$ cat config.mk
export PLATFORM = sky130hd
export DESIGN_NAME = shs_in_queue
export DESIGN_NICKNAME = d
export VERILOG_FILES = /design/src/sv/shs_pkg.sv /design/src/sv/shs_in_queue.sv
export SDC_FILE = /design/constraint.sdc
export NUM_CORES = 1
export LEC_CHECK = 0
export ABC_AREA = 1
export BUFFER_PORTS_ARGS = -buffer_cell sky130_fd_sc_hd__buf_2
export CORE_MARGIN = 5
export CORE_UTILIZATION = 40
export DETAILED_ROUTE_END_ITERATION = 10
export GPL_ROUTABILITY_DRIVEN = 0
export HOLD_SLACK_MARGIN = 0.1
export SYNTH_ARGS = -nofsm -noshare
export SYNTH_HDL_FRONTEND = slang
export SYNTH_SLANG_ARGS = --single-unit
$ cat constraint.sdc
create_clock -name clk -period 2.4 [get_ports clk]
set_input_delay 0.48 -clock clk [delete_from_list [all_inputs] [get_ports clk]]
set_output_delay 0.48 -clock clk [all_outputs]
set_load 0.01 [all_outputs]
$ cat src/sv/shs_pkg.sv
// ----------------------------------------------------------------------------
// shs_pkg
// Shared types and constants of the SHA-256 stream hasher.
// ----------------------------------------------------------------------------
`default_nettype none

package shs_pkg;

  localparam int QUEUE_DEPTH = 4;

  typedef struct packed {
    logic [31:0] data;
    logic [2:0]  n_bytes;
    logic        last;
  } in_item_t;

  typedef struct packed {
    logic [31:0] digest_word;
    logic [2:0]  word_index;
    logic        digest_end;
  } out_item_t;

  typedef struct packed {
    logic             load;
    logic [7:0][31:0] words;
  } digest_load_t;

  localparam logic [2:0] FULL_WORD_BYTES = 3'd4;

  localparam logic [31:0] K_TABLE [64] = '{
    32'h428a2f98, 32'h71374491, 32'hb5c0fbcf, 32'he9b5dba5,
    32'h3956c25b, 32'h59f111f1, 32'h923f82a4, 32'hab1c5ed5,
    32'hd807aa98, 32'h12835b01, 32'h243185be, 32'h550c7dc3,
    32'h72be5d74, 32'h80deb1fe, 32'h9bdc06a7, 32'hc19bf174,
    32'he49b69c1, 32'hefbe4786, 32'h0fc19dc6, 32'h240ca1cc,
    32'h2de92c6f, 32'h4a7484aa, 32'h5cb0a9dc, 32'h76f988da,
    32'h983e5152, 32'ha831c66d, 32'hb00327c8, 32'hbf597fc7,
    32'hc6e00bf3, 32'hd5a79147, 32'h06ca6351, 32'h14292967,
    32'h27b70a85, 32'h2e1b2138, 32'h4d2c6dfc, 32'h53380d13,
    32'h650a7354, 32'h766a0abb, 32'h81c2c92e, 32'h92722c85,
    32'ha2bfe8a1, 32'ha81a664b, 32'hc24b8b70, 32'hc76c51a3,
    32'hd192e819, 32'hd6990624, 32'hf40e3585, 32'h106aa070,
    32'h19a4c116, 32'h1e376c08, 32'h2748774c, 32'h34b0bcb5,
    32'h391c0cb3, 32'h4ed8aa4a, 32'h5b9cca4f, 32'h682e6ff3,
    32'h748f82ee, 32'h78a5636f, 32'h84c87814, 32'h8cc70208,
    32'h90befffa, 32'ha4506ceb, 32'hbef9a3f7, 32'hc67178f2
  };

  localparam logic [7:0][31:0] IV_WORDS = {
    32'h5be0cd19, 32'h1f83d9ab, 32'h9b05688c, 32'h510e527f,
    32'ha54ff53a, 32'h3c6ef372, 32'hbb67ae85, 32'h6a09e667
  };

endpackage

`default_nettype wire

$ cat src/sv/shs_in_queue.sv
// ----------------------------------------------------------------------------
// shs_in_queue
// Input queue that takes message words and clamps their byte counts.
// ----------------------------------------------------------------------------
`default_nettype none

module shs_in_queue #(
  parameter int DEPTH = shs_pkg::QUEUE_DEPTH
) (
  input  wire logic             clk,
  input  wire logic             rst_n,
  input  wire logic             push,
  output logic                  full,
  input  wire shs_pkg::in_item_t item,
  output logic                  q_valid,
  output shs_pkg::in_item_t     q_item,
  input  wire logic             q_pop
);
  import shs_pkg::*;

  localparam int PW = (DEPTH > 1) ? $clog2(DEPTH) : 1;
  localparam int CW = $clog2(DEPTH + 1);
  localparam logic [PW-1:0] LAST_PTR = PW'(DEPTH - 1);
  localparam logic [CW-1:0] DEPTH_C  = CW'(DEPTH);

  in_item_t      mem_r [DEPTH];
  logic [PW-1:0] wr_r, rd_r;
  logic [CW-1:0] cnt_r;
  in_item_t      clamped;
  logic          do_push, do_pop;

  assign full    = (cnt_r == DEPTH_C);
  assign q_valid = (cnt_r != '0);
  assign q_item  = mem_r[rd_r];
  assign do_push = push && !full;
  assign do_pop  = q_pop && q_valid;

  always_comb begin
    clamped = item;
    if (item.n_bytes > FULL_WORD_BYTES) begin
      clamped.n_bytes = FULL_WORD_BYTES;
    end
  end

  always_ff @(posedge clk) begin
    if (do_push) begin
      mem_r[wr_r] <= clamped;
    end
  end

  always_ff @(posedge clk) begin
    if (!rst_n) begin
      wr_r  <= '0;
      rd_r  <= '0;
      cnt_r <= '0;
    end else begin
      if (do_push) begin
        wr_r <= (wr_r == LAST_PTR) ? '0 : wr_r + 1'b1;
      end
      if (do_pop) begin
        rd_r <= (rd_r == LAST_PTR) ? '0 : rd_r + 1'b1;
      end
      if (do_push && !do_pop) begin
        cnt_r <= cnt_r + 1'b1;
      end else if (do_pop && !do_push) begin
        cnt_r <= cnt_r - 1'b1;
      end
    end
  end

endmodule

`default_nettype wire

# After elaboration in Yosys (flattened, before gate mapping)
# Memory sizes are Yosys's and may differ from the RTL's. A register that Yosys moved wholly into a read port is not among the register bits.
# Index checks and enable logic that the tools add are counted.
# totals
memories	1
ff_bits	7
out_inout_bits	38
wordCells	30
inputBits	40
ram_bits	144
# classes
n_addsub	4
mux	9
n_reduce_logical	9
n_eq_ne	3
magnitude_cmp	1
# mem_list
name	depth	word_bits	read_ports	rd_ports_with_merged_regs	write_ports	line_no	rtl
mem_r	4	36	1	1	1	shs_in_queue.sv:26	in_item_t mem_r [DEPTH];
# op_table
cell	count
$mux 3	3
$mux 2	4
$add 2x1->2 const B	2
$eq 2x2->1 const B	2
$logic_and 1x1->1	4
$add 3x1->3 const B	1
$eq 3x3->1 const B	1
$gt 3x3->1 const B	1
$logic_not 1->1	3
$reduce_bool 3->1	1
$sub 3x1->3 const B	1
$mux 1	2
$reduce_bool 2->1	1

# Depth between registers and ports, before layout
# Gate-level depths: netlist (run 1).
# depth
depth_word	7
mapped_depth	13
depth_no_buf	13

# Worst setup path before layout (run 1)
# Ideal clock, no wire load.
# synth_path
path_kind	register to register
startpoint	register cnt_r[0]
endpoint	memory mem_r[3][0] (netlist name) (enable)
setup_ns	0.429
path_buffers	0
setup_slack_ns	-0.178
t_arrival_ns	2.149
required_ns	1.971
path_stages_with_launch	5
period_less_slack_ns	2.578
cell_sequence	dfxtp_1 -> nor2_2 -> nand2_2 -> nand2_2 -> nor2_1
# synth_between
elab_chain_len	5
# synth_rtl
element	line_no	rtl
start, declared	shs_in_queue.sv:28	logic [CW-1:0] cnt_r;
start signal, assigned	shs_in_queue.sv:64	cnt_r <= cnt_r + 1'b1;
start signal, assigned	shs_in_queue.sv:66	cnt_r <= cnt_r - 1'b1;
$eq 3x3->1	shs_in_queue.sv:32	assign full = (cnt_r == DEPTH_C);
$logic_not 1->1	shs_in_queue.sv:35	assign do_push = push && !full;
$logic_and 1x1->1	shs_in_queue.sv:35	
$mux 1	shs_in_queue.sv:46	if (do_push) begin
$mux 1 (implied by the code)	shs_in_queue.sv:47	mem_r[wr_r] <= clamped;
end, declared	shs_in_queue.sv:26	
# Every way passes these cells.

==> results of run 1 <==
[sequential cells by signal, indices dropped and copies added, names as in the netlist, named ones only]
signal  cells
wr_r        2
rd_r        2
mem_r     144
cnt_r       3
[area by class of cell]
class                      instances  area (sq um)  share of cell area, %
sequential                       153          4510                   63.7
multi-input combinational        229          1160                   16.5
timing repair buffer              87           510                   7.21
clock buffer                      19           433                   6.12
tap                              184           230                   3.25
clock inverter                    12           150                   2.12
inverter                          19          83.8                   1.18
[cells in the mapped netlist (2+ instances only)]
| cell | number |
|---|---|
| o22ai_1 | 36 |
| o21ai_1 | 58 |
| nor2_1 | 90 |
| buf_6 | 6 |
| buf_4 | 8 |
| o21ai_0 | 16 |
| edfxtp_1 | 144 |
| buf_2 | 8 |
| inv_1 | 17 |
| dfxtp_1 | 9 |
| ha_1 | 6 |
| nand2_2 | 3 |
| a21oi_1 | 2 |
| nand2_1 | 12 |
[final timing paths]
check,start,endpoint,slack [ns]
worst max-delay path,flop,q_item[14],0.19
worst min register to register,cnt_r[0],cnt_r[0],0.52
worst min-delay path,item[19],mem_r[3][19],0.28
worst max register to register,cnt_r[0],cnt_r[1],0.50
[per-stage QoR]
step | hold slack, ns | utilization (%) | setup WS, ns | instances
2_1_floorplan | 0.476 | - | -0.178 | 424
3_3_place_gp | 0.497 | 44.9 | 0.520 | 672
3_5_place_dp | 0.508 | 44.9 | 0.487 | 672
4_1_cts | 0.259 | 48.9 | 0.140 | 703
5_1_grt | 0.263 | 48.9 | 0.0321 | 703
6_report | 0.282 | 48.9 | 0.186 | 703
[critical path, delay by kind of cell, from the launching register on]
kind,cells,cell delay (ns)
AOI/OAI and AO/OA,2,0.36
buffers and inverters,2,0.46
DFF,1,0.50
[cells by family after synthesis]
kind of cell,synth area share (%)
flip-flops,76.4
AO/OA/AOI/OAI,10.4
AND/OR/NAND/NOR,7.24
buffers and inverters,4.33
adder cells (fa/ha/maj),1.61
[per-layer routing]
layer / wire length (microns) / track usage, % / vias to the layer above / share of wire, %
li1: - / - / 1723 / -
met1: 5270 / 17.7 / 1762 / 44
met2: 5960 / 23.4 / 102 / 50
met3: 712 / 4.78 / 6 / 5.9
met4: 70 / 4.91 / 0 / 0.58
met5: 0 / 0 / - / 0
[report_power, final]
part | internal (uW) | total (uW) | switching, uW
Sequential | 3260 | 3390 | 129
Clock | 1620 | 2590 | 971
Combinational | 736 | 2120 | 1380
==> results by group, run 1 <==
Critical path
  • Crit path kind: flop to output pin
  • Critical Path Source Type: flop
  • Critical Path, Cell by Cell: buf_4 -> o21ai_0 -> o22ai_1 -> buf_2
  • Worst setup EP type: output pin
  • CP Data Required Time: 1.92 ns
  • CP max FO: 14
  • Crit path largest cell delay: 0.50 ns
  • R2R cell count: 9
  • Slowest CP cell: dfxtp_2
  • Worst EP arrival: 1.73 ns

Timing
  • Peak Freq: 0.452 GHz
  • Post-layout minimum cycle time: 2.21 ns
  • Final Hold Viols: 0
  • Final Max Tran Viols: 0
  • Setup Skew: 0.0131 ns
  • Slew @ Worst Pin: 0.431 ns
  • Post-Route Setup TNS: 0 ns
  • Worst slew margin: 71.2%
  • RSZ-0062 raised after global routing: no
  • Setup violators final: 0
  • Crit share post-route: 92.2%

Worst hold path
  • HP Class: input port to flop
  • Hold Path Depth: 1

Clock tree
  • Clock-pin slew on the worst setup and hold paths: 0.06 ns
  • Hold-fix buffers, CTS: 0
  • PostCTS Resize Cnt: 0
  • Clock Path Buffers: 2
  • Root Driver: clkbuf_16
  • CTS H-Tree Depth: 4
  • Number of post-CTS setup repair buffers: 0
  • Clk_lat worst skew: 0.41 ns
  • CTS tree: built
  • Cts bufs inserted: 17
  • Sink Count: 153

Run
  • Maxcap violations: 0

Drt
  • Via density: 5.11
  • Drt pass-1 iters: 4
  • Final antenna-violating net count: 0
  • Avg WL per Cell: 17.1 microns
  • DRT iter0 DRCs: 232
  • Drt drc: 0
  • Via count: 3,593
  • WL final: 12.0 mm

Die
  • Die width: 131 microns
  • Initial Util: 40.7%
  • Placeable Area: 14,500 sq um
  • # IOs: 78
  • Die Height: 131 microns
  • Standard-cell rows: 44
  • Full die area: 17,300 sq um

Synth
  • Prevailing post-synth register cell: edfxtp_1
  • Distinct cell type count of the synthesized netlist: 23
  • Warnings, synthesis: 0
  • Syn avg cell area: 13.9 sq um
  • Syn Inst Count: 424
  • Asr flop ratio synth: 0%
  • Leading post-synthesis cells by cell area: edfxtp_1, nor2_1, o21ai_1
  • Post-synth EDFFs: 144
  • Synth Net Count: 471
  • Seq/Total Area, Yosys: 76.4%
  • Largest area contributor in the synthesized netlist: edfxtp_1
  • Mapped Area: 5890 sq um
  • Yosys reg bits: 153
  • Yosys top cell area share: 73.4%

Global routing
  • Vias in the first global route: 3,638
  • Total Routing Usage GR: 14.3%
  • Total gr overflow: 0
  • Antenna violations before repair: 0
  • First-pass GRT wire length: 19.1 mm
  • Largest net degree at the start of global routing: 73

Placement
  • Port bufs: 77
  • Placed inst area: 6500 sq um
  • Detailed Place HPWL: 6.87 mm

Pwr
  • Power Total: 8100 uW
  • Power Density: 1140 nW/um^2
  • Leakage Power: 0.00256 uW
  • Peak VDD IR: 0.518 mV

Finish
  • Final net count: 554
  • Layout area overhead: 20.1%
  • Diode count: 0
  • Filler instances: 1,240
  • Most common cell after layout, fill and taps aside: edfxtp_1
  • Commonest non-fill, non-tap cells in the layout: edfxtp_1, nor2_1, buf_2
  • Share of cells above drive strength 1: 24.5%
  • Final Cell Area: 7080 sq um

Status
  • Status: finished clean
(Power assumes the default switching activity.)
==> run 2, diff against run 1 <==
--- a/config.mk
+++ b/config.mk
@@ -6,10 +6,10 @@
 export NUM_CORES = 1
 export LEC_CHECK = 0
 export ABC_AREA = 1
-export BUFFER_PORTS_ARGS = -buffer_cell sky130_fd_sc_hd__buf_2
 export CORE_MARGIN = 5
 export CORE_UTILIZATION = 40
 export DETAILED_ROUTE_END_ITERATION = 10
+export DONT_BUFFER_PORTS = 1
 export GPL_ROUTABILITY_DRIVEN = 0
 export HOLD_SLACK_MARGIN = 0.1
 export SYNTH_ARGS = -nofsm -noshare
==> run 2 against run 1 <==
Compared with the run above:
- die area is the same
- largest cell class unchanged
- flip-flop and latch count unchanged
- design area fell by 7.0%
- largest power group unchanged
- highest routed layer unchanged
==> results by group, run 2 (synthesized netlist as in run 1, its figures left out) <==
Global routing
  • Antenna violations before repair: 0 (unchanged)
  • Vias in the first global route: 3,309 (-9.0%)
  • Largest net degree at the start of global routing: 73 (unchanged)
  • Total Routing Usage GR: 13.8% (-0.45 points)
  • Total gr overflow: 0 (unchanged)
  • First-pass GRT wire length: 18.2 mm (-5.0%)

Clock tree
  • CTS H-Tree Depth: 4 (unchanged)
  • Clock Path Buffers: 2 (unchanged)
  • CTS tree: built
  • Root Driver: clkbuf_16
  • Clk_lat worst skew: 0.42 ns (about the same)
  • Hold-fix buffers, CTS: 0 (unchanged)
  • Clock-pin slew on the worst setup and hold paths: 0.06 ns (about the same)
  • Cts bufs inserted: 17 (unchanged)
  • Number of post-CTS setup repair buffers: 0 (unchanged)
  • Sink Count: 153 (unchanged)

Critical path
  • Crit path kind: flop to output pin
  • Critical Path Source Type: flop
  • Crit path largest cell delay: 0.40 ns (-0.10 ns)
  • Worst EP arrival: 1.69 ns (-0.04 ns)
  • Slowest CP cell: dfxtp_2
  • Critical Path, Cell by Cell: buf_6 -> o21ai_0 -> o22ai_1
  • CP Data Required Time: 1.92 ns (about the same)
  • CP max FO: 48 (+34)
  • Worst setup EP type: output pin

Timing
  • Setup violators final: 0 (unchanged)
  • Peak Freq: 0.461 GHz (+2.0%)
  • Crit share post-route: 90.4% (-1.8 points)
  • Slew @ Worst Pin: 0.431 ns (-0.000240 ns)
  • Final Hold Viols: 0 (unchanged)
  • Setup Skew: 0.00992 ns (-0.00315 ns)
  • Post-layout minimum cycle time: 2.17 ns (-0.0436 ns)
  • RSZ-0062 raised after global routing: no
  • Final Max Tran Viols: 0 (unchanged)
  • Worst slew margin: 71.3% (about the same)

Placement
  • Port bufs: 0 (-100%)
  • Placed inst area: 6100 sq um (-6.1%)
  • Detailed Place HPWL: 6.54 mm (-4.8%)

Pwr
  • Leakage Power: 0.00220 uW (-14%)
  • Power Density: 1120 nW/um^2 (-2.5%)
  • Peak VDD IR: 0.600 mV (+16%)

Finish
  • Diode count: 0 (unchanged)
  • Final Util: 45.5% (-3.4 points)
  • Largest registers: mem_r x144, cnt_r x3
  • Commonest non-fill, non-tap cells in the layout: edfxtp_1, nor2_1, o21ai_1
  • Final net count: 474 (-14%)
  • Most common cell after layout, fill and taps aside: edfxtp_1
  • Layout area overhead: 11.7%
  • Largest Register: mem_r
  • Share of cells above drive strength 1: 8.90% (-16 points)
  • Final Cell Area: 6580 sq um (-7.0%)
  • Max reg flops: 144 (unchanged)
  • Filler instances: 1,262 (+1.8%)

Drt
  • WL final: 11.6 mm (-3.4%)
  • DRT iter0 DRCs: 240 (+3.4%)
  • Drt drc: 0 (unchanged)
  • Via density: 5.21 (+2.0%)
  • Final antenna-violating net count: 0 (unchanged)
  • Drt pass-1 iters: 4 (unchanged)
  • Via count: 3,242 (-9.8%)
  • Avg WL per Cell: 18.7 microns (+9.2%)

Die
  • Full die area: 17,300 sq um (unchanged)
  • Standard-cell rows: 44 (unchanged)
  • Placeable Area: 14,500 sq um (unchanged)
  • # IOs: 78 (unchanged)
  • Die width: 131 microns (unchanged)
  • Die Height: 131 microns (unchanged)
  • Initial Util: 40.7% (unchanged)

Run
  • Maxcap violations: 0 (unchanged)

Worst hold path
  • HP Class: input port to flop

Status
  • Status: finished clean
run 2: layout make-up:
type / count / area [sq um] / share of cell area [%]
Clock inverter: 7 / 30.0 / 0.456
Tap cell: 184 / 230 / 3.50
Inverter: 19 / 83.8 / 1.27
Sequential cell: 153 / 4510 / 68.5
Timing Repair Buffer: 7 / 119 / 1.81
Clock buffer: 23 / 448 / 6.80
Multi-Input combinational cell: 229 / 1160 / 17.7
run 2: final timing paths:
check | start | endpoint | slack, ns | cells past startpoint
setup / recovery | flop | q_item[20] | 0.23 | 3
hold reg to reg | cnt_r[0] | cnt_r[0] | 0.52 | 1
setup reg to reg | cnt_r[0] | cnt_r[1] | 0.51 | 9
hold / removal | item[16] | mem_r[2][16] | 0.15 | 0
run 2: timing repair:
action	4_1_cts	5_1_grt
endpoints found under the hold margin	0	0
endpoints found under the setup margin	0	1
resized for setup	0	1
run 2: worst max-delay path: cells and delay by family, from the launching register on:
kind / cells / cell delay [ns]
buffers and inverters: 1 / 0.34
flip-flops: 1 / 0.40
AO/OA/AOI/OAI: 2 / 0.53
run 2: metrics by stage:
stage	TNS (ns)	setup slack [ns]	hold slack, ns	power (uW)	std cells
after floorplan	-25.69	-0.178	0.476	4820	424
after global placement	0	0.517	0.497	5190	592
after detailed placement	0	0.483	0.522	5240	592
after CTS	0	0.0926	0.133	7460	622
after global routing	0	0.125	0.128	7770	622
final	0	0.230	0.153	7340	622
run 2: routing by layer:
layer	vias up	global-route usage, %	wire length (microns)
li1	1559	-	-
met1	1564	15.9	4540
met2	104	22.0	5670
met3	15	6.77	1200
met4	0	5.83	201
met5	-	0	0
run 2: where the power goes:
group | internal [uW] | switching, uW
clock | 1280 | 917
combinational | 486 | 1270
sequential | 3270 | 125
==> run 3, diff against run 2 <==
==> constraint.sdc (replaced) <==
create_clock -name clk -period 2.4 [get_ports clk]
set_input_delay 0.12 -clock clk [delete_from_list [all_inputs] [get_ports clk]]
set_output_delay 0.12 -clock clk [all_outputs]
set_load 0.01 [all_outputs]
==> run 3 against run 2 <==
Compared with the run above:
- clock-buffer cell count fell by 5
- non-clock buffer count up 47
- setup slack worse by 0.018 ns
- power up 5.9%
- die area unchanged
- critical endpoint is now wr_r[0]
- largest cell class unchanged
- highest routed layer unchanged
==> results by group, run 3 (synthesized netlist as in run 1, its figures left out) <==
Global routing
  • Antenna violations before repair: 0 (unchanged)
  • Largest net degree at the start of global routing: 73 (unchanged)
  • Vias in the first global route: 3,526 (+6.6%)
  • First-pass GRT wire length: 19.3 mm (+6.3%)
  • Total gr overflow: 0 (unchanged)
  • Total Routing Usage GR: 14.5% (+0.66 points)

Finish
  • Final Cell Area: 7110 sq um (+8.0%)
  • Largest registers: mem_r x144, cnt_r x3
  • FF/Latch Area: 4510 sq um (unchanged)
  • Filler instances: 1,227 (-2.8%)
  • Share of cells above drive strength 1: 10.7% (+1.8 points)
  • Max reg flops: 144 (unchanged)
  • Final net count: 521 (+9.9%)
  • Largest Register: mem_r
  • Non-Filler Instances: 671 (+7.9%)
  • Area of the multi-input gates: 1160 sq um (unchanged)
  • Final Util: 49.1% (+3.6 points)
  • Commonest non-fill, non-tap cells in the layout: edfxtp_1, nor2_1, o21ai_1
  • Diode count: 0 (unchanged)
  • Layout area overhead: 20.6%
  • Most common cell after layout, fill and taps aside: edfxtp_1

Timing
  • RSZ-0062 raised after global routing: no
  • Setup Skew: 0.00624 ns (-0.00369 ns)
  • Min Hold Slack: 0.264 ns (+0.110 ns)
  • Post-layout minimum cycle time: 2.19 ns (+0.0185 ns)
  • Setup violators final: 0 (unchanged)
  • Final Hold Viols: 0 (unchanged)
  • Slew @ Worst Pin: 0.577 ns (+0.146 ns)
  • Worst slew margin: 61.5% (-9.7 points)
  • Crit share post-route: 91.2% (+0.77 points)
  • Final Max Tran Viols: 0 (unchanged)
  • Peak Freq: 0.457 GHz (-0.84%)

Worst hold path
  • Hold EP: mem_r[0][10]
  • HP Class: input port to flop
  • Hold path start: push
  • Hold Path Depth: 2 (+2)

Die
  • Full die area: 17,300 sq um (unchanged)
  • Die width: 131 microns (unchanged)
  • Initial Util: 40.7% (unchanged)
  • Placeable Area: 14,500 sq um (unchanged)
  • # IOs: 78 (unchanged)
  • Die Height: 131 microns (unchanged)
  • Standard-cell rows: 44 (unchanged)

Drt
  • Drt drc: 0 (unchanged)
  • Drt pass-1 iters: 4 (unchanged)
  • Via density: 5.15 (-1.2%)
  • DRT iter0 DRCs: 185 (-23%)
  • WL final: 12.0 mm (+3.4%)
  • Avg WL per Cell: 17.9 microns (-4.1%)
  • Final antenna-violating net count: 0 (unchanged)
  • Via count: 3,456 (+6.6%)

Critical path
  • R2r setup slk: 0.21 ns (-0.30 ns)
  • Launch point of the worst reg-to-reg path: cnt_r[0]
  • R2R cell count: 8 (-1)
  • Worst EP arrival: 2.49 ns (+0.80 ns)
  • RR Endpoint: wr_r[0]
  • Slowest CP cell: dlygate4sd3_1
  • Critical Path, Cell by Cell: nor2_2 -> nand2_2 -> nand2_2 -> nand2_1 -> nand2_1 -> dlygate4sd3_1 -> nor2_1 -> dlygate4sd3_1
  • CP Data Required Time: 2.71 ns (+0.79 ns)
  • Critical Path Source Type: flop
  • Crit path largest cell delay: 0.54 ns (+0.14 ns)
  • Family with the most delay on the worst path: buffers and inverters
  • CP max FO: 7 (-85%)
  • WP buf/inv: 2 (+1)
  • Worst setup EP type: flop
  • Crit path kind: flop to flop

Pwr
  • Pint: 5330 uW (+5.9%)
  • Leakage Power: 0.00242 uW (+10%)
  • Power Density: 1090 nW/um^2 (-2.0%)
  • Sw frac: 31.4% (about the same)
  • Peak VDD IR: 0.649 mV (+8.3%)
  • Gate power share: 23.8% (about the same)
  • Part of the power in registers: 44.1% (-2.1 points)
  • Clk pwr share: 32.1% (+2.1 points)
  • Switching power total: 2440 uW (+5.8%)
  • Power Total: 7770 uW (+5.9%)

Clock tree
  • Clock Path Buffers: 2 (unchanged)
  • Sink Count: 153 (unchanged)
  • Clock-pin slew on the worst setup and hold paths: 0.06 ns (about the same)
  • Cts bufs inserted: 17 (unchanged)
  • Number of post-CTS setup repair buffers: 0 (unchanged)
  • Clk_lat worst skew: 0.41 ns (about the same)
  • CTS H-Tree Depth: 4 (unchanged)
  • CTS tree: built
  • Root Driver: clkbuf_16
  • PostCTS Resize Cnt: 0 (unchanged)
  • Hold-fix buffers, CTS: 42 (+42)

Placement
  • # placed instances: 597 (+0.84%)
  • Placed inst area: 6130 sq um (+0.41%)
  • Port bufs: 0 (unchanged)
  • Detailed Place HPWL: 6.97 mm (+6.5%)

Status
  • Status: finished clean

Run
  • Maxcap violations: 0 (unchanged)
## run 3: cell types whose count changed in the layout (fill, tap and decap cells not counted), sizes merged
cell / previous run / this run
buf: 7 / 12
dlygate4sd3: 0 / 42
clkbuf: 23 / 18
clkinvlp: 0 / 5
bufinv: 0 / 2
## run 3: cell type report
class                   instances  area share (%)
repair buffers                 54            7.89
multi-input cells             229            16.4
inverters                      19            1.18
clock inverters                14            1.87
flip-flops and latches        153            63.4
well taps                     184            3.24
clock buffers                  18            6.04
## run 3: per-stage QoR
step / TNS, ns / setup slack, ns
after floorplan: -25.69 / -0.178
after global placement: 0 / 0.541
after detailed placement: 0 / 0.459
after CTS: 0 / 0.199
after global routing: 0 / 0.0639
final: 0 / 0.212
## run 3: power groups by stage
stage / sequential, uW / clock (uW) / combinational, uW
finish: 3430 / 2500 / 1850
global route: 3460 / 2700 / 2080
CTS: 3430 / 2560 / 1890
detailed placement: 3490 / 0 / 1800
global placement: 3480 / 0 / 1750
floorplan: 3410 / 0 / 1420
## run 3: worst max-delay path by stage
stage,startpoint,to,slack [ns],cells past startpoint
CTS,cnt_r[0],wr_r[0],0.20,8
floorplan,cnt_r[0],mem_r[3][0],-0.18,4
global route,cnt_r[0],wr_r[0],0.06,8
detailed placement,cnt_r[0],cnt_r[1],0.46,9
global placement,cnt_r[0],cnt_r[1],0.54,9
finish,cnt_r[0],wr_r[0],0.21,8
## run 3: worst reg2reg max path, delay by kind of cell, from the launching register on
| family | cells | cell delay, ns |
|---|---|---|
| buf+inv | 2 | 1.08 |
| flops | 1 | 0.35 |
| simple gates | 6 | 0.66 |
## run 3: per-layer routing
metal	GRT usage [%]	vias up	routed length (microns)
li1	-	1667	-
met1	18.7	1702	5490
met2	22.6	75	5650
met3	5.39	12	693
met4	5.09	0	180
met5	0	-	0
