--- config.mk ---
export PLATFORM = sky130hd
export DESIGN_NAME = shs_digest_out
export DESIGN_NICKNAME = d
export VERILOG_FILES = /design/src/sv/shs_pkg.sv /design/src/sv/shs_digest_out.sv
export SDC_FILE = /design/constraint.sdc
export NUM_CORES = 1
export LEC_CHECK = 0
export BUFFER_PORTS_ARGS = -buffer_cell sky130_fd_sc_hd__buf_2
export CAP_MARGIN = 15
export CORE_ASPECT_RATIO = 1.5
export CORE_MARGIN = 5
export CORE_UTILIZATION = 30
export DETAILED_ROUTE_END_ITERATION = 8
export PLACE_DENSITY = 0.56
export SETUP_SLACK_MARGIN = 0.2
export SLEW_MARGIN = 20
export SYNTH_ARGS = -nofsm -noshare
export SYNTH_HDL_FRONTEND = slang
export SYNTH_SLANG_ARGS = --single-unit
--- constraint.sdc ---
create_clock -name clk -period 21.1 [get_ports clk]
set_input_delay 4.22 -clock clk [delete_from_list [all_inputs] [get_ports clk]]
set_output_delay 4.22 -clock clk [all_outputs]
set_load 0.01 [all_outputs]
--- src/sv/shs_pkg.sv ---
// ----------------------------------------------------------------------------
// shs_pkg
// Shared types and constants of the SHA-256 stream hasher.
// ----------------------------------------------------------------------------
`default_nettype none

package shs_pkg;

  localparam int QUEUE_DEPTH = 4;

  typedef struct packed {
    logic [31:0] data;
    logic [2:0]  n_bytes;
    logic        last;
  } in_item_t;

  typedef struct packed {
    logic [31:0] digest_word;
    logic [2:0]  word_index;
    logic        digest_end;
  } out_item_t;

  typedef struct packed {
    logic             load;
    logic [7:0][31:0] words;
  } digest_load_t;

  localparam logic [2:0] FULL_WORD_BYTES = 3'd4;

  localparam logic [31:0] K_TABLE [64] = '{
    32'h428a2f98, 32'h71374491, 32'hb5c0fbcf, 32'he9b5dba5,
    32'h3956c25b, 32'h59f111f1, 32'h923f82a4, 32'hab1c5ed5,
    32'hd807aa98, 32'h12835b01, 32'h243185be, 32'h550c7dc3,
    32'h72be5d74, 32'h80deb1fe, 32'h9bdc06a7, 32'hc19bf174,
    32'he49b69c1, 32'hefbe4786, 32'h0fc19dc6, 32'h240ca1cc,
    32'h2de92c6f, 32'h4a7484aa, 32'h5cb0a9dc, 32'h76f988da,
    32'h983e5152, 32'ha831c66d, 32'hb00327c8, 32'hbf597fc7,
    32'hc6e00bf3, 32'hd5a79147, 32'h06ca6351, 32'h14292967,
    32'h27b70a85, 32'h2e1b2138, 32'h4d2c6dfc, 32'h53380d13,
    32'h650a7354, 32'h766a0abb, 32'h81c2c92e, 32'h92722c85,
    32'ha2bfe8a1, 32'ha81a664b, 32'hc24b8b70, 32'hc76c51a3,
    32'hd192e819, 32'hd6990624, 32'hf40e3585, 32'h106aa070,
    32'h19a4c116, 32'h1e376c08, 32'h2748774c, 32'h34b0bcb5,
    32'h391c0cb3, 32'h4ed8aa4a, 32'h5b9cca4f, 32'h682e6ff3,
    32'h748f82ee, 32'h78a5636f, 32'h84c87814, 32'h8cc70208,
    32'h90befffa, 32'ha4506ceb, 32'hbef9a3f7, 32'hc67178f2
  };

  localparam logic [7:0][31:0] IV_WORDS = {
    32'h5be0cd19, 32'h1f83d9ab, 32'h9b05688c, 32'h510e527f,
    32'ha54ff53a, 32'h3c6ef372, 32'hbb67ae85, 32'h6a09e667
  };

endpackage

`default_nettype wire

--- src/sv/shs_digest_out.sv ---
// ----------------------------------------------------------------------------
// shs_digest_out
// Digest buffer that hands out the eight hash words one transfer at a time.
// ----------------------------------------------------------------------------
`default_nettype none

module shs_digest_out (
  input  wire logic                 clk,
  input  wire logic                 rst_n,
  input  wire shs_pkg::digest_load_t dg,
  output logic                      out_free,
  output logic                      empty,
  input  wire logic                 pop,
  output shs_pkg::out_item_t        item
);
  import shs_pkg::*;

  logic [7:0][31:0] words_r;
  logic [2:0]       idx_r;
  logic             valid_r;

  assign out_free         = !valid_r;
  assign empty            = !valid_r;
  assign item.digest_word = words_r[idx_r];
  assign item.word_index  = idx_r;
  assign item.digest_end  = (idx_r == 3'd7);

  always_ff @(posedge clk) begin
    if (dg.load && !valid_r) begin
      words_r <= dg.words;
    end
  end

  always_ff @(posedge clk) begin
    if (!rst_n) begin
      valid_r <= 1'b0;
      idx_r   <= '0;
    end else if (dg.load && !valid_r) begin
      valid_r <= 1'b1;
      idx_r   <= '0;
    end else if (pop && valid_r) begin
      idx_r <= idx_r + 1'b1;
      if (idx_r == 3'd7) begin
        valid_r <= 1'b0;
      end
    end
  end

endmodule

`default_nettype wire

## Word level (Yosys, flattened, before mapping)

Index checks and enable logic that the tools add are counted.
Widths: inputs -> output; s select.

- Output and inout port bits: 38
- Word-level logic and storage cells: 26
- Input bits: 260
- Register bits after elaboration: 260

- Mux-type cells: 5
- Reduce and logical (&&, ||, !) cells: 7
- $lt $le $gt $ge: 1
- Equal/unequal tests: 1
- Bitwise gates (word level): 1
- Add/subtract/negate cells: 1

Operator list:

| cell | count |
|---|---|
| $bmux 32 s3 | 1 |
| $mux 32 | 1 |
| $lt 3x4->1 const B | 1 |
| $reduce_bool 2->1 | 2 |
| $add 3x1->3 const B | 1 |
| $eq 3x3->1 const B | 1 |
| $mux 1 | 3 |
| $logic_and 1x1->1 | 2 |
| $reduce_and 2->1 | 1 |
| $reduce_or 2->1 | 1 |
| $logic_not 1->1 | 1 |
| $not 1->1 | 1 |

## Logic depth before layout (Yosys ltp)

Gate-level depths: netlist of run 1.

- Word-level depth: 4
- Mapped depth: 5
- Gate-level depth less buffers: 5

## Worst setup path before layout of run 1

No wires, ideal clock.

- Kind: input to register
- Start: input dg[256] (netlist name)
- End: register words_r[0] (netlist name) (enable)
- Setup slack: 4.959 ns
- Required time: 20.194 ns
- Stages on the path: 1
- Data arrival time: 15.236 ns
- Library setup time: 0.906 ns
- Path buffers: 0
- Cell sequence: nor2b_1

- Longest elaborated chain between the ends: 1

RTL lines:

| what | line | text |
|---|---|---|
| from (decl) | shs_digest_out.sv:10 | `input wire shs_pkg::digest_load_t dg,` |
| $logic_and 1x1->1 | shs_digest_out.sv:29 | `if (dg.load && !valid_r) begin` |
| to (signal assigned) | shs_digest_out.sv:30 | `words_r <= dg.words;` |
| to (decl) | shs_digest_out.sv:18 | `logic [7:0][31:0] words_r;` |

Every way passes these cells.
A chain may end at the register's enable or synchronous reset.

==> flow_metrics.env, run 1 <==
export IMPL_ys_types=19
export IMPL_critPathMaxFanout=36
export IMPL_place_detailed_hpwl_um=16900
export IMPL_grt_pass1_vias=5695
export IMPL_drtPass1Iterations=4
export IMPL_synth_largest_area_cell="edfxtp_1"
export IMPL_fp_row_count=81
export IMPL_timing_hold_violations_final=0
export IMPL_ys_async_sr_fraction_pct=0
export IMPL_max_freq_ghz=0.136
export IMPL_global_route_layer_with_the_greatest_usage="met2"
export IMPL_internal_power_mw=0.938
export IMPL_start_util_pct=30.2
export IMPL_vias=5100
export IMPL_net_switching_power_mw=0.233
export IMPL_place_gp_congestion=0.752
export IMPL_grtUsageTotal_pct=12.6
export IMPL_synth_commonest_cells="256 x edfxtp_1, 64 x mux4_2, 32 x mux2_2"
export IMPL_die_h_um=232
export IMPL_cts_setup_buffers=0
export IMPL_antenna_found_initial=13
export IMPL_worst_ir_drop_vdd_mv=0.0623
export IMPL_max_slew_margin_rel_pct=27.0
export IMPL_htree_num_levels=1
export IMPL_synthesis_nets=655
export IMPL_final_antenna_net_count=0
export IMPL_cts_root_buf="clkbuf_16"
export IMPL_layout_min_cycle_time_ps=7370
export IMPL_run_status="complete, no violations"
export IMPL_route_detailed_vias_per_inst=4.45
export IMPL_met1_usage_pct=12.8
export IMPL_swShare_pct=19.9
export IMPL_cts_repair_resized=0
export IMPL_drc=0
export IMPL_power_static_leakage_nw=4.62
export IMPL_synth_top_cells_by_area="edfxtp_1 78%, mux4_2 15%, mux2_2 3.7%, dfxtp_1 0.82%, buf_6 0.57%"
export IMPL_synth_area_sq_mm=0.00982
export IMPL_number_of_register_bits_inferred_by_synthesis=260
export IMPL_post_cts_hold_buffer_count=0
export IMPL_wire_length_of_the_first_global_routing_pass_um=33900
export IMPL_layout_worst_path_cycle_share_pct=34.9
export IMPL_layout_nets=966
export IMPL_finalSetupViolCount=0
export IMPL_setup_worst_path_start_class="flip-flop"
export IMPL_synthMostInstantiatedCell="edfxtp_1"
export IMPL_hp_class="flip-flop to flip-flop"
export IMPL_ioPinCount=298
export IMPL_drt_iter0_markers=232
export IMPL_power_density_mw_per_mm2=92.3
export IMPL_combPwrFrac_pct=6.3
export IMPL_yosys_warnings=0
export IMPL_chipWidth_um=158
export IMPL_arrival_ps=3150
export IMPL_layout_area_overhead_vs_synth_pct=29.2
export IMPL_insertion_delay_ps=530
export IMPL_ys_seq_area_share_pct=79.1
export IMPL_crit_type="flip-flop to output pin"
export IMPL_netlist_area_leader_share_pct=78.3
export IMPL_rsz0062_at_grt="no"
export IMPL_skew_ps=7.49
export IMPL_grt_use_met3_pct=3.33
export IMPL_worst_slew_pin_transition_ps=1090
export IMPL_overflow=0
export IMPL_routedWlPerCell_um=20.8
export IMPL_power_clock_fraction_pct=41.4
export IMPL_drive_above_1_share_pct=61.0
export IMPL_synth_edff_count=256
export IMPL_cts_buffers=26
export IMPL_cap_viol_max_count=0
export IMPL_grt_max_degree=91
export IMPL_timing_max_transition_violations_final=0
export IMPL_avgSynthCellArea_sq_um=25.0
export IMPL_netlist_instances=393
export IMPL_place_port_buffers=297
export IMPL_timing_hold_ws_ps=589
export IMPL_synth_main_ff_cell="edfxtp_1"
export IMPL_clkTransAtPathRegs_ps=60
export IMPL_timing_critical_path_required_ps=16880
export IMPL_numClockSinks=260
export IMPL_register_share_of_total_power_pct=52.3
export IMPL_tns_ps=0
export IMPL_clock_tree_buffer_depth=3
export IMPL_tritoncts_clock_tree="done"
export IMPL_dieArea_sq_mm=0.0365
export IMPL_drt_total_wl_um=23900
export IMPL_use_met2_pct=23.9
export IMPL_worst_setup_path_end_kind="output pin"
export IMPL_coreArea_sq_mm=0.0325
## final timing paths
| kind | start | end | slack, ps | cells past startpoint |
|---|---|---|---|---|
| hold reg to reg | valid_r$_SDFFE_PN0P_ | valid_r$_SDFFE_PN0P_ | 590 | 1 |
| hold / removal | valid_r$_SDFFE_PN0P_ | valid_r$_SDFFE_PN0P_ | 590 | 1 |
| setup reg to reg | valid_r$_SDFFE_PN0P_ | words_r[203]$_DFFE_PP_ | 18110 | 3 |
| setup / recovery | idx_r[0]$_SDFFE_PP0P_ | item[30] | 13730 | 4 |
## cell type report
| type | count | area (sq um) |
|---|---|---|
| inverter | 1 | 3.75 |
| clock inverter | 16 | 210 |
| antenna | 7 | 17.5 |
| multi-input combinational | 113 | 1940 |
| sequential | 260 | 7780 |
| tap | 415 | 519 |
| fill | 2950 | 19800 |
| clock buffer | 32 | 694 |
| timing repair buffer | 302 | 1530 |
## cells by family after synthesis
group,count (synthesis),synth area share (%)
compound gates,5,0.318
flops,260,79.1
xor+xnor,1,0.0892
fa+ha+maj,2,0.255
buf+inv,20,1.25
simple gates,7,0.433
mux,98,18.6
## cell usage in the layout (no fill, tap or decap), types with 3 or more instances in the layout
| cell type | instances |
|---|---|
| buf_2 | 297 |
| edfxtp_1 | 256 |
| mux4_2 | 64 |
| mux2_2 | 32 |
| clkbuf_16 | 27 |
| diode_2 | 7 |
| clkbuf_1 | 5 |
| bufinv_16 | 5 |
| clkinv_2 | 5 |
| buf_4 | 4 |
| nor3b_1 | 3 |
| clkinv_1 | 3 |
## critical path, cell delays in order (launching register included)
cell     delay [ps]
dfxtp_4         850
buf_4           670
mux4_2          640
mux2_2          280
buf_2           140
## state kept, by name, indices dropped and copies added, names as in the netlist
register / flops
valid_r: 1
words_r: 256
idx_r: 3
## metrics by stage
stage	setup WS (ps)	power [mW]	area (sq um)	utilization (%)	std cells
6_report	13730	1.17	12700	39.0	1146
4_1_cts	13530	1.19	12700	38.9	1139
5_1_grt	13420	1.22	12700	39.0	1146
3_3_place_gp	14150	0.697	11800	36.1	1091
3_5_place_dp	14110	0.699	11800	36.1	1091
2_1_floorplan	4960	0.669	9820	-	393
## per-layer routing
metal	wire length [um]	share of wire [%]
met2	13600	57
met1	7730	32
met3	1850	7.7
met4	657	2.8
met5	27	0.11
## power by group through the flow
stage                     logic, mW  registers [mW]  clock network (mW)
after global placement       0.0743           0.623                   0
final                        0.0737           0.612               0.485
after global routing         0.0805           0.615               0.526
after detailed placement     0.0753           0.624                   0
after floorplan              0.0400           0.629                   0
after CTS                    0.0755           0.613               0.504
Note: power is estimated with default switching activity, not from simulation.
==> run 2, diff against run 1 <==
==> constraint.sdc (replaced) <==
create_clock -name clk -period 7.2 [get_ports clk]
set_input_delay 1.44 -clock clk [delete_from_list [all_inputs] [get_ports clk]]
set_output_delay 1.44 -clock clk [all_outputs]
set_load 0.01 [all_outputs]
==> run 2 against run 1 <==
  * Non-clock buffer count rose by 1
  * Critical path depth did not move
  * Hold slack got worse by 1.4 ps
  * Register-to-register slack got worse by 13000 ps
  * Clock skew rose by 6.7 ps
  * Sequential share of layout area rose by 0.18 points
  * Final cell count barely moved
  * Largest cell class unchanged
  * Largest power group unchanged
  * Highest routed layer unchanged
==> flow_metrics.env, run 2 (synthesized netlist as in run 1, its figures left out) <==
export IMPL_clkTransAtPathRegs_ps=60
export IMPL_cp_cell_sequence="buf_4, mux4_2, mux2_2, buf_2"
export IMPL_drive_above_1_share_pct=60.1
export IMPL_worst_reg_to_reg_path_cell_count=2
export IMPL_worst_slew_pin_transition_ps=958
export IMPL_layout_min_cycle_time_ps=4540
export IMPL_place_port_buffers=297
export IMPL_max_slew_margin_rel_pct=36.1
export IMPL_htree_num_levels=1
export IMPL_place_gp_congestion=0.790
export IMPL_post_cts_hold_buffer_count=0
export IMPL_tritoncts_clock_tree="done"
export IMPL_grtUsageTotal_pct=13.0
export IMPL_hold_start="valid_r$_SDFFE_PN0P_"
export IMPL_grt_use_met3_pct=3.81
export IMPL_layout_worst_path_cycle_share_pct=63.1
export IMPL_coreArea_sq_mm=0.0325
export IMPL_drtPass1Iterations=4
export IMPL_clock_tree_buffer_depth=3
export IMPL_power_static_leakage_nw=4.60
export IMPL_die_h_um=232
export IMPL_slowest_delay_ps=960
export IMPL_most_common_layout_cells="297 x buf_2, 256 x edfxtp_1, 64 x mux4_2, 32 x mux2_2, 27 x clkbuf_16"
export IMPL_chipWidth_um=158
export IMPL_placed_cell_area_sq_mm=0.0118
export IMPL_run_status="complete, no violations"
export IMPL_arrival_ps=3100
export IMPL_grt_pass1_vias=5788
export IMPL_setup_worst_path_start_class="flip-flop"
export IMPL_rrSetupSlack_ps=5040
export IMPL_dieArea_sq_mm=0.0365
export IMPL_grt_max_degree=117
export IMPL_hold_path_depth=1
export IMPL_registers_with_the_highest_flip_flop_counts="words_r x256, idx_r x3, valid_r x1"
export IMPL_start_util_pct=30.2
export IMPL_overflow=0
export IMPL_layout_area_overhead_vs_synth_pct=28.8
export IMPL_vias=5149
export IMPL_hp_class="flip-flop to flip-flop"
export IMPL_place_detailed_hpwl_um=17800
export IMPL_finalSetupViolCount=0
export IMPL_crit_slowest_cell="dfxtp_4"
export IMPL_cts_repair_resized=0
export IMPL_fp_row_count=81
export IMPL_ioPinCount=298
export IMPL_global_route_layer_with_the_greatest_usage="met2"
export IMPL_timing_critical_path_required_ps=5760
export IMPL_regToRegStartpoint="valid_r$_SDFFE_PN0P_"
export IMPL_skew_ps=14.2
export IMPL_drt_iter0_markers=229
export IMPL_drc=0
export IMPL_timing_hold_violations_final=0
export IMPL_rsz0062_at_grt="no"
export IMPL_reg2reg_to="words_r[168]$_DFFE_PP_"
export IMPL_power_density_mw_per_mm2=265
export IMPL_top_register="words_r"
export IMPL_timing_max_transition_violations_final=0
export IMPL_worst_setup_path_end_kind="output pin"
export IMPL_numClockSinks=260
export IMPL_largest_register_ffs=256
export IMPL_max_freq_ghz=0.220
export IMPL_crit_type="flip-flop to output pin"
export IMPL_antenna_found_initial=10
export IMPL_layout_commonest_cell="buf_2"
export IMPL_fillers=3010
export IMPL_critPathMaxFanout=45
export IMPL_tns_ps=0
export IMPL_met1_usage_pct=12.4
export IMPL_final_core_density_pct=38.9
export IMPL_layout_nets=967
export IMPL_min_to="valid_r$_SDFFE_PN0P_"
export IMPL_use_met2_pct=25.2
export IMPL_insertion_delay_ps=540
export IMPL_wire_length_of_the_first_global_routing_pass_um=34800
export IMPL_routedWlPerCell_um=21.3
export IMPL_cts_root_buf="clkbuf_16"
export IMPL_worst_ir_drop_vdd_mv=0.181
export IMPL_final_antenna_net_count=0
export IMPL_cts_setup_buffers=0
export IMPL_cts_buffers=26
export IMPL_route_detailed_vias_per_inst=4.50
export IMPL_cap_viol_max_count=0
export IMPL_drt_total_wl_um=24400
export IMPL_layout_cell_area_non_filler_sq_mm=0.0126
==> run 2: cell count changes in the layout (fill, tap and decap cells not counted), moves of 2 or more <==
cell	change
diode_2	-2
bufinv_16	-2
clkinv_1	+6
buf_12	+2
clkinv_2	-4
==> run 2: metrics by stage <==
step / hold slack, ps / instances / power, mW / worst slack [ps]
2_1_floorplan: 528 / 393 / 1.93 / 1500
3_3_place_gp: 561 / 1091 / 2.05 / 3050
3_5_place_dp: 574 / 1091 / 2.05 / 3030
4_1_cts: 593 / 1139 / 3.41 / 2450
5_1_grt: 650 / 1145 / 3.49 / 2390
6_report: 588 / 1145 / 3.35 / 2660
==> run 2: worst max path at each step <==
| stage | slack (ps) | cells after the start | end | from |
|---|---|---|---|---|
| 2_1_floorplan | 1500 | 1 | words_r[0]$_DFFE_PP_ | dg[256] |
| 3_3_place_gp | 3050 | 4 | item[31] | idx_r[0]$_SDFFE_PP0P_ |
| 3_5_place_dp | 3030 | 4 | item[31] | idx_r[0]$_SDFFE_PP0P_ |
| 4_1_cts | 2450 | 4 | item[31] | idx_r[0]$_SDFFE_PP0P_ |
| 5_1_grt | 2390 | 4 | item[35] | idx_r[0]$_SDFFE_PP0P_ |
| 6_report | 2660 | 4 | item[35] | idx_r[0]$_SDFFE_PP0P_ |
==> run 2: per-layer routing <==
| layer | wire [um] | vias up |
|---|---|---|
| li1 | - | 2310 |
| met2 | 14000 | 216 |
| met4 | 795 | 10 |
| met1 | 7590 | 2565 |
| met3 | 1970 | 48 |
| met5 | 60 | - |
==> run 2: worst max-delay path, delay by kind of cell (launching register included) <==
| family | cells | cell delay [ps] |
|---|---|---|
| buffers and inverters | 2 | 720 |
| flip-flops | 1 | 960 |
| multiplexers | 2 | 850 |
==> run 2: final cells by class <==
type	instances	area, sq um	share of cell area [%]
repair buffers	303	1560	12.3
flip-flops and latches	260	7780	61.5
inverters	1	3.75	0.0297
multi-input cells	113	1940	15.3
clock inverters	15	145	1.15
clock buffers	33	698	5.52
well taps	415	519	4.11
diodes	5	12.5	0.0989
==> run 2: power by group <==
group / internal [mW] / switching (mW) / total [mW]
Clock: 0.790 / 0.548 / 1.34
Sequential: 1.76 / 0.0295 / 1.79
Combinational: 0.121 / 0.0981 / 0.219
Total: 2.67 / 0.675 / 3.35
==> run 3, diff against run 2 <==
--- a/config.mk
+++ b/config.mk
@@ -11,7 +11,7 @@
 export CORE_MARGIN = 5
 export CORE_UTILIZATION = 30
 export DETAILED_ROUTE_END_ITERATION = 8
-export PLACE_DENSITY = 0.56
+export PLACE_DENSITY = 0.58
 export SETUP_SLACK_MARGIN = 0.2
 export SLEW_MARGIN = 20
 export SYNTH_ARGS = -nofsm -noshare
==> constraint.sdc (replaced) <==
create_clock -name clk -period 3.72 [get_ports clk]
set_input_delay 0.744 -clock clk [delete_from_list [all_inputs] [get_ports clk]]
set_output_delay 0.744 -clock clk [all_outputs]
set_load 0.01 [all_outputs]
==> run 3 against run 2 <==
  * First-iteration DRC count grew 15%
  * Critical path type unchanged
  * Critical endpoint is now item[10]
  * Power grew 95%
  * Clock skew shrank 2.7 ps
  * Largest power group unchanged
  * Combinational power grew 100%
  * Setup slack lost 2100 ps
  * Highest routed layer is now met4
  * Hold slack lost 210 ps
  * Sequential cell count is the same
==> flow_metrics.env, run 3 (synthesized netlist as in run 1, its figures left out) <==
export IMPL_regToRegStartpoint="valid_r$_SDFFE_PN0P_"
export IMPL_htree_num_levels=1
export IMPL_internal_power_mw=5.18
export IMPL_drt_total_wl_um=23900
export IMPL_layout_nets=969
export IMPL_setup_worst_path_start_class="flip-flop"
export IMPL_layout_worst_path_cycle_share_pct=85.7
export IMPL_placed_cell_area_sq_mm=0.0118
export IMPL_rsz0062_at_grt="no"
export IMPL_place_gp_congestion=0.775
export IMPL_reg2reg_to="words_r[108]$_DFFE_PP_"
export IMPL_swShare_pct=20.5
export IMPL_registers_with_the_highest_flip_flop_counts="words_r x256, idx_r x3, valid_r x1"
export IMPL_worst_reg_to_reg_path_cell_count=2
export IMPL_timing_max_transition_violations_final=0
export IMPL_timing_hold_violations_final=0
export IMPL_most_common_layout_cells="297 x buf_2, 256 x edfxtp_1, 64 x mux4_2, 32 x mux2_2, 27 x clkbuf_16"
export IMPL_fillers=2954
export IMPL_ioPinCount=298
export IMPL_post_cts_hold_buffer_count=0
export IMPL_timing_critical_path_required_ps=2980
export IMPL_tritoncts_clock_tree="done"
export IMPL_drt_iter0_markers=264
export IMPL_layout_min_cycle_time_ps=3190
export IMPL_layout_cell_area_non_filler_sq_mm=0.0127
export IMPL_drtPass1Iterations=5
export IMPL_grtUsageTotal_pct=12.7
export IMPL_chipWidth_um=158
export IMPL_cts_setup_buffers=0
export IMPL_max_freq_ghz=0.314
export IMPL_top_register="words_r"
export IMPL_timing_hold_ws_ps=380
export IMPL_worst_setup_path_end_kind="output pin"
export IMPL_grt_pass1_vias=5812
export IMPL_antenna_found_initial=4
export IMPL_largest_register_ffs=256
export IMPL_worst_slew_pin_transition_ps=950
export IMPL_arrival_ps=2440
export IMPL_place_port_buffers=297
export IMPL_routedWlPerCell_um=20.9
export IMPL_hold_start="dg[56]"
export IMPL_worst_ir_drop_vdd_mv=0.429
export IMPL_final_antenna_net_count=0
export IMPL_route_detailed_vias_per_inst=4.50
export IMPL_coreArea_sq_mm=0.0325
export IMPL_cts_repair_resized=0
export IMPL_grt_max_degree=156
export IMPL_die_h_um=232
export IMPL_place_worst_setup_slack_ps=1040
export IMPL_fp_row_count=81
export IMPL_crit_type="flip-flop to output pin"
export IMPL_power_static_leakage_nw=4.62
export IMPL_overflow=0
export IMPL_final_core_density_pct=39.0
export IMPL_wire_length_of_the_first_global_routing_pass_um=34600
export IMPL_cts_root_buf="clkbuf_16"
export IMPL_power_clock_fraction_pct=40.2
export IMPL_final_setup_margin_ps=533
export IMPL_tns_ps=0
export IMPL_rrSetupSlack_ps=1970
export IMPL_clock_tree_buffer_depth=3
export IMPL_max_slew_margin_rel_pct=36.7
export IMPL_clkTransAtPathRegs_ps=60
export IMPL_place_detailed_hpwl_um=17200
export IMPL_combPwrFrac_pct=6.8
export IMPL_cts_buffers=26
export IMPL_drive_above_1_share_pct=61.2
export IMPL_net_switching_power_mw=1.34
export IMPL_finalSetupViolCount=0
export IMPL_dieArea_sq_mm=0.0365
export IMPL_register_share_of_total_power_pct=53.1
export IMPL_hp_class="input port to flip-flop"
export IMPL_run_status="complete, no violations"
export IMPL_layout_commonest_cell="buf_2"
export IMPL_vias=5142
export IMPL_cap_viol_max_count=0
export IMPL_hold_path_depth=1
export IMPL_drc=0
export IMPL_insertion_delay_ps=540
export IMPL_critPathMaxFanout=36
export IMPL_min_to="words_r[56]$_DFFE_PP_"
export IMPL_skew_ps=11.5
export IMPL_start_util_pct=30.2
export IMPL_numClockSinks=260
export IMPL_layout_area_overhead_vs_synth_pct=29.4
export IMPL_power_density_mw_per_mm2=513
-- run 3: through the flow --
stage / cells / total power [mW]
after global placement: 1094 / 3.96
after detailed placement: 1094 / 3.98
after global routing: 1143 / 6.81
after CTS: 1140 / 6.64
after floorplan: 393 / 3.74
final: 1143 / 6.52
-- run 3: worst max-delay path by stage --
stage	startpoint	to	slack (ps)	cells past startpoint
floorplan	dg[256]	words_r[0]$_DFFE_PP_	-1290	1
CTS	idx_r[0]$_SDFFE_PP0P_	item[10]	440	4
global route	idx_r[0]$_SDFFE_PP0P_	item[16]	370	4
finish	idx_r[0]$_SDFFE_PP0P_	item[10]	530	4
detailed placement	idx_r[0]$_SDFFE_PP0P_	item[10]	1040	4
global placement	idx_r[0]$_SDFFE_PP0P_	item[17]	1060	4
-- run 3: worst max-delay path, cell delays in order, from the launching register on --
cell	delay, ps
dfxtp_4	530
buf_12	300
mux4_2	590
mux2_2	270
buf_2	140
-- run 3: layer usage --
layer / wire length, um / share of wire [%] / track usage, %
met5: 0 / 0 / 0
met4: 456 / 1.9 / 3.93
met3: 2060 / 8.6 / 3.47
met2: 13500 / 57 / 24.2
met1: 7840 / 33 / 13.4
-- run 3: final cells by class --
class	instances	area [sq um]	area share (%)
Antenna cell	3	7.51	0.0591
Clock buffer	29	683	5.38
Clock inverter	17	168	1.32
Inverter	1	3.75	0.0295
Multi-Input combinational cell	113	1940	15.2
Sequential cell	260	7780	61.2
Tap cell	415	519	4.09
Timing Repair Buffer	305	1610	12.7
-- run 3: power by group through the flow --
stage	clock network, mW	logic (mW)	registers (mW)
5_1_grt	2.85	0.482	3.47
4_1_cts	2.72	0.454	3.46
2_1_floorplan	0	0.228	3.52
3_5_place_dp	0	0.453	3.52
6_report	2.62	0.441	3.46
3_3_place_gp	0	0.446	3.52
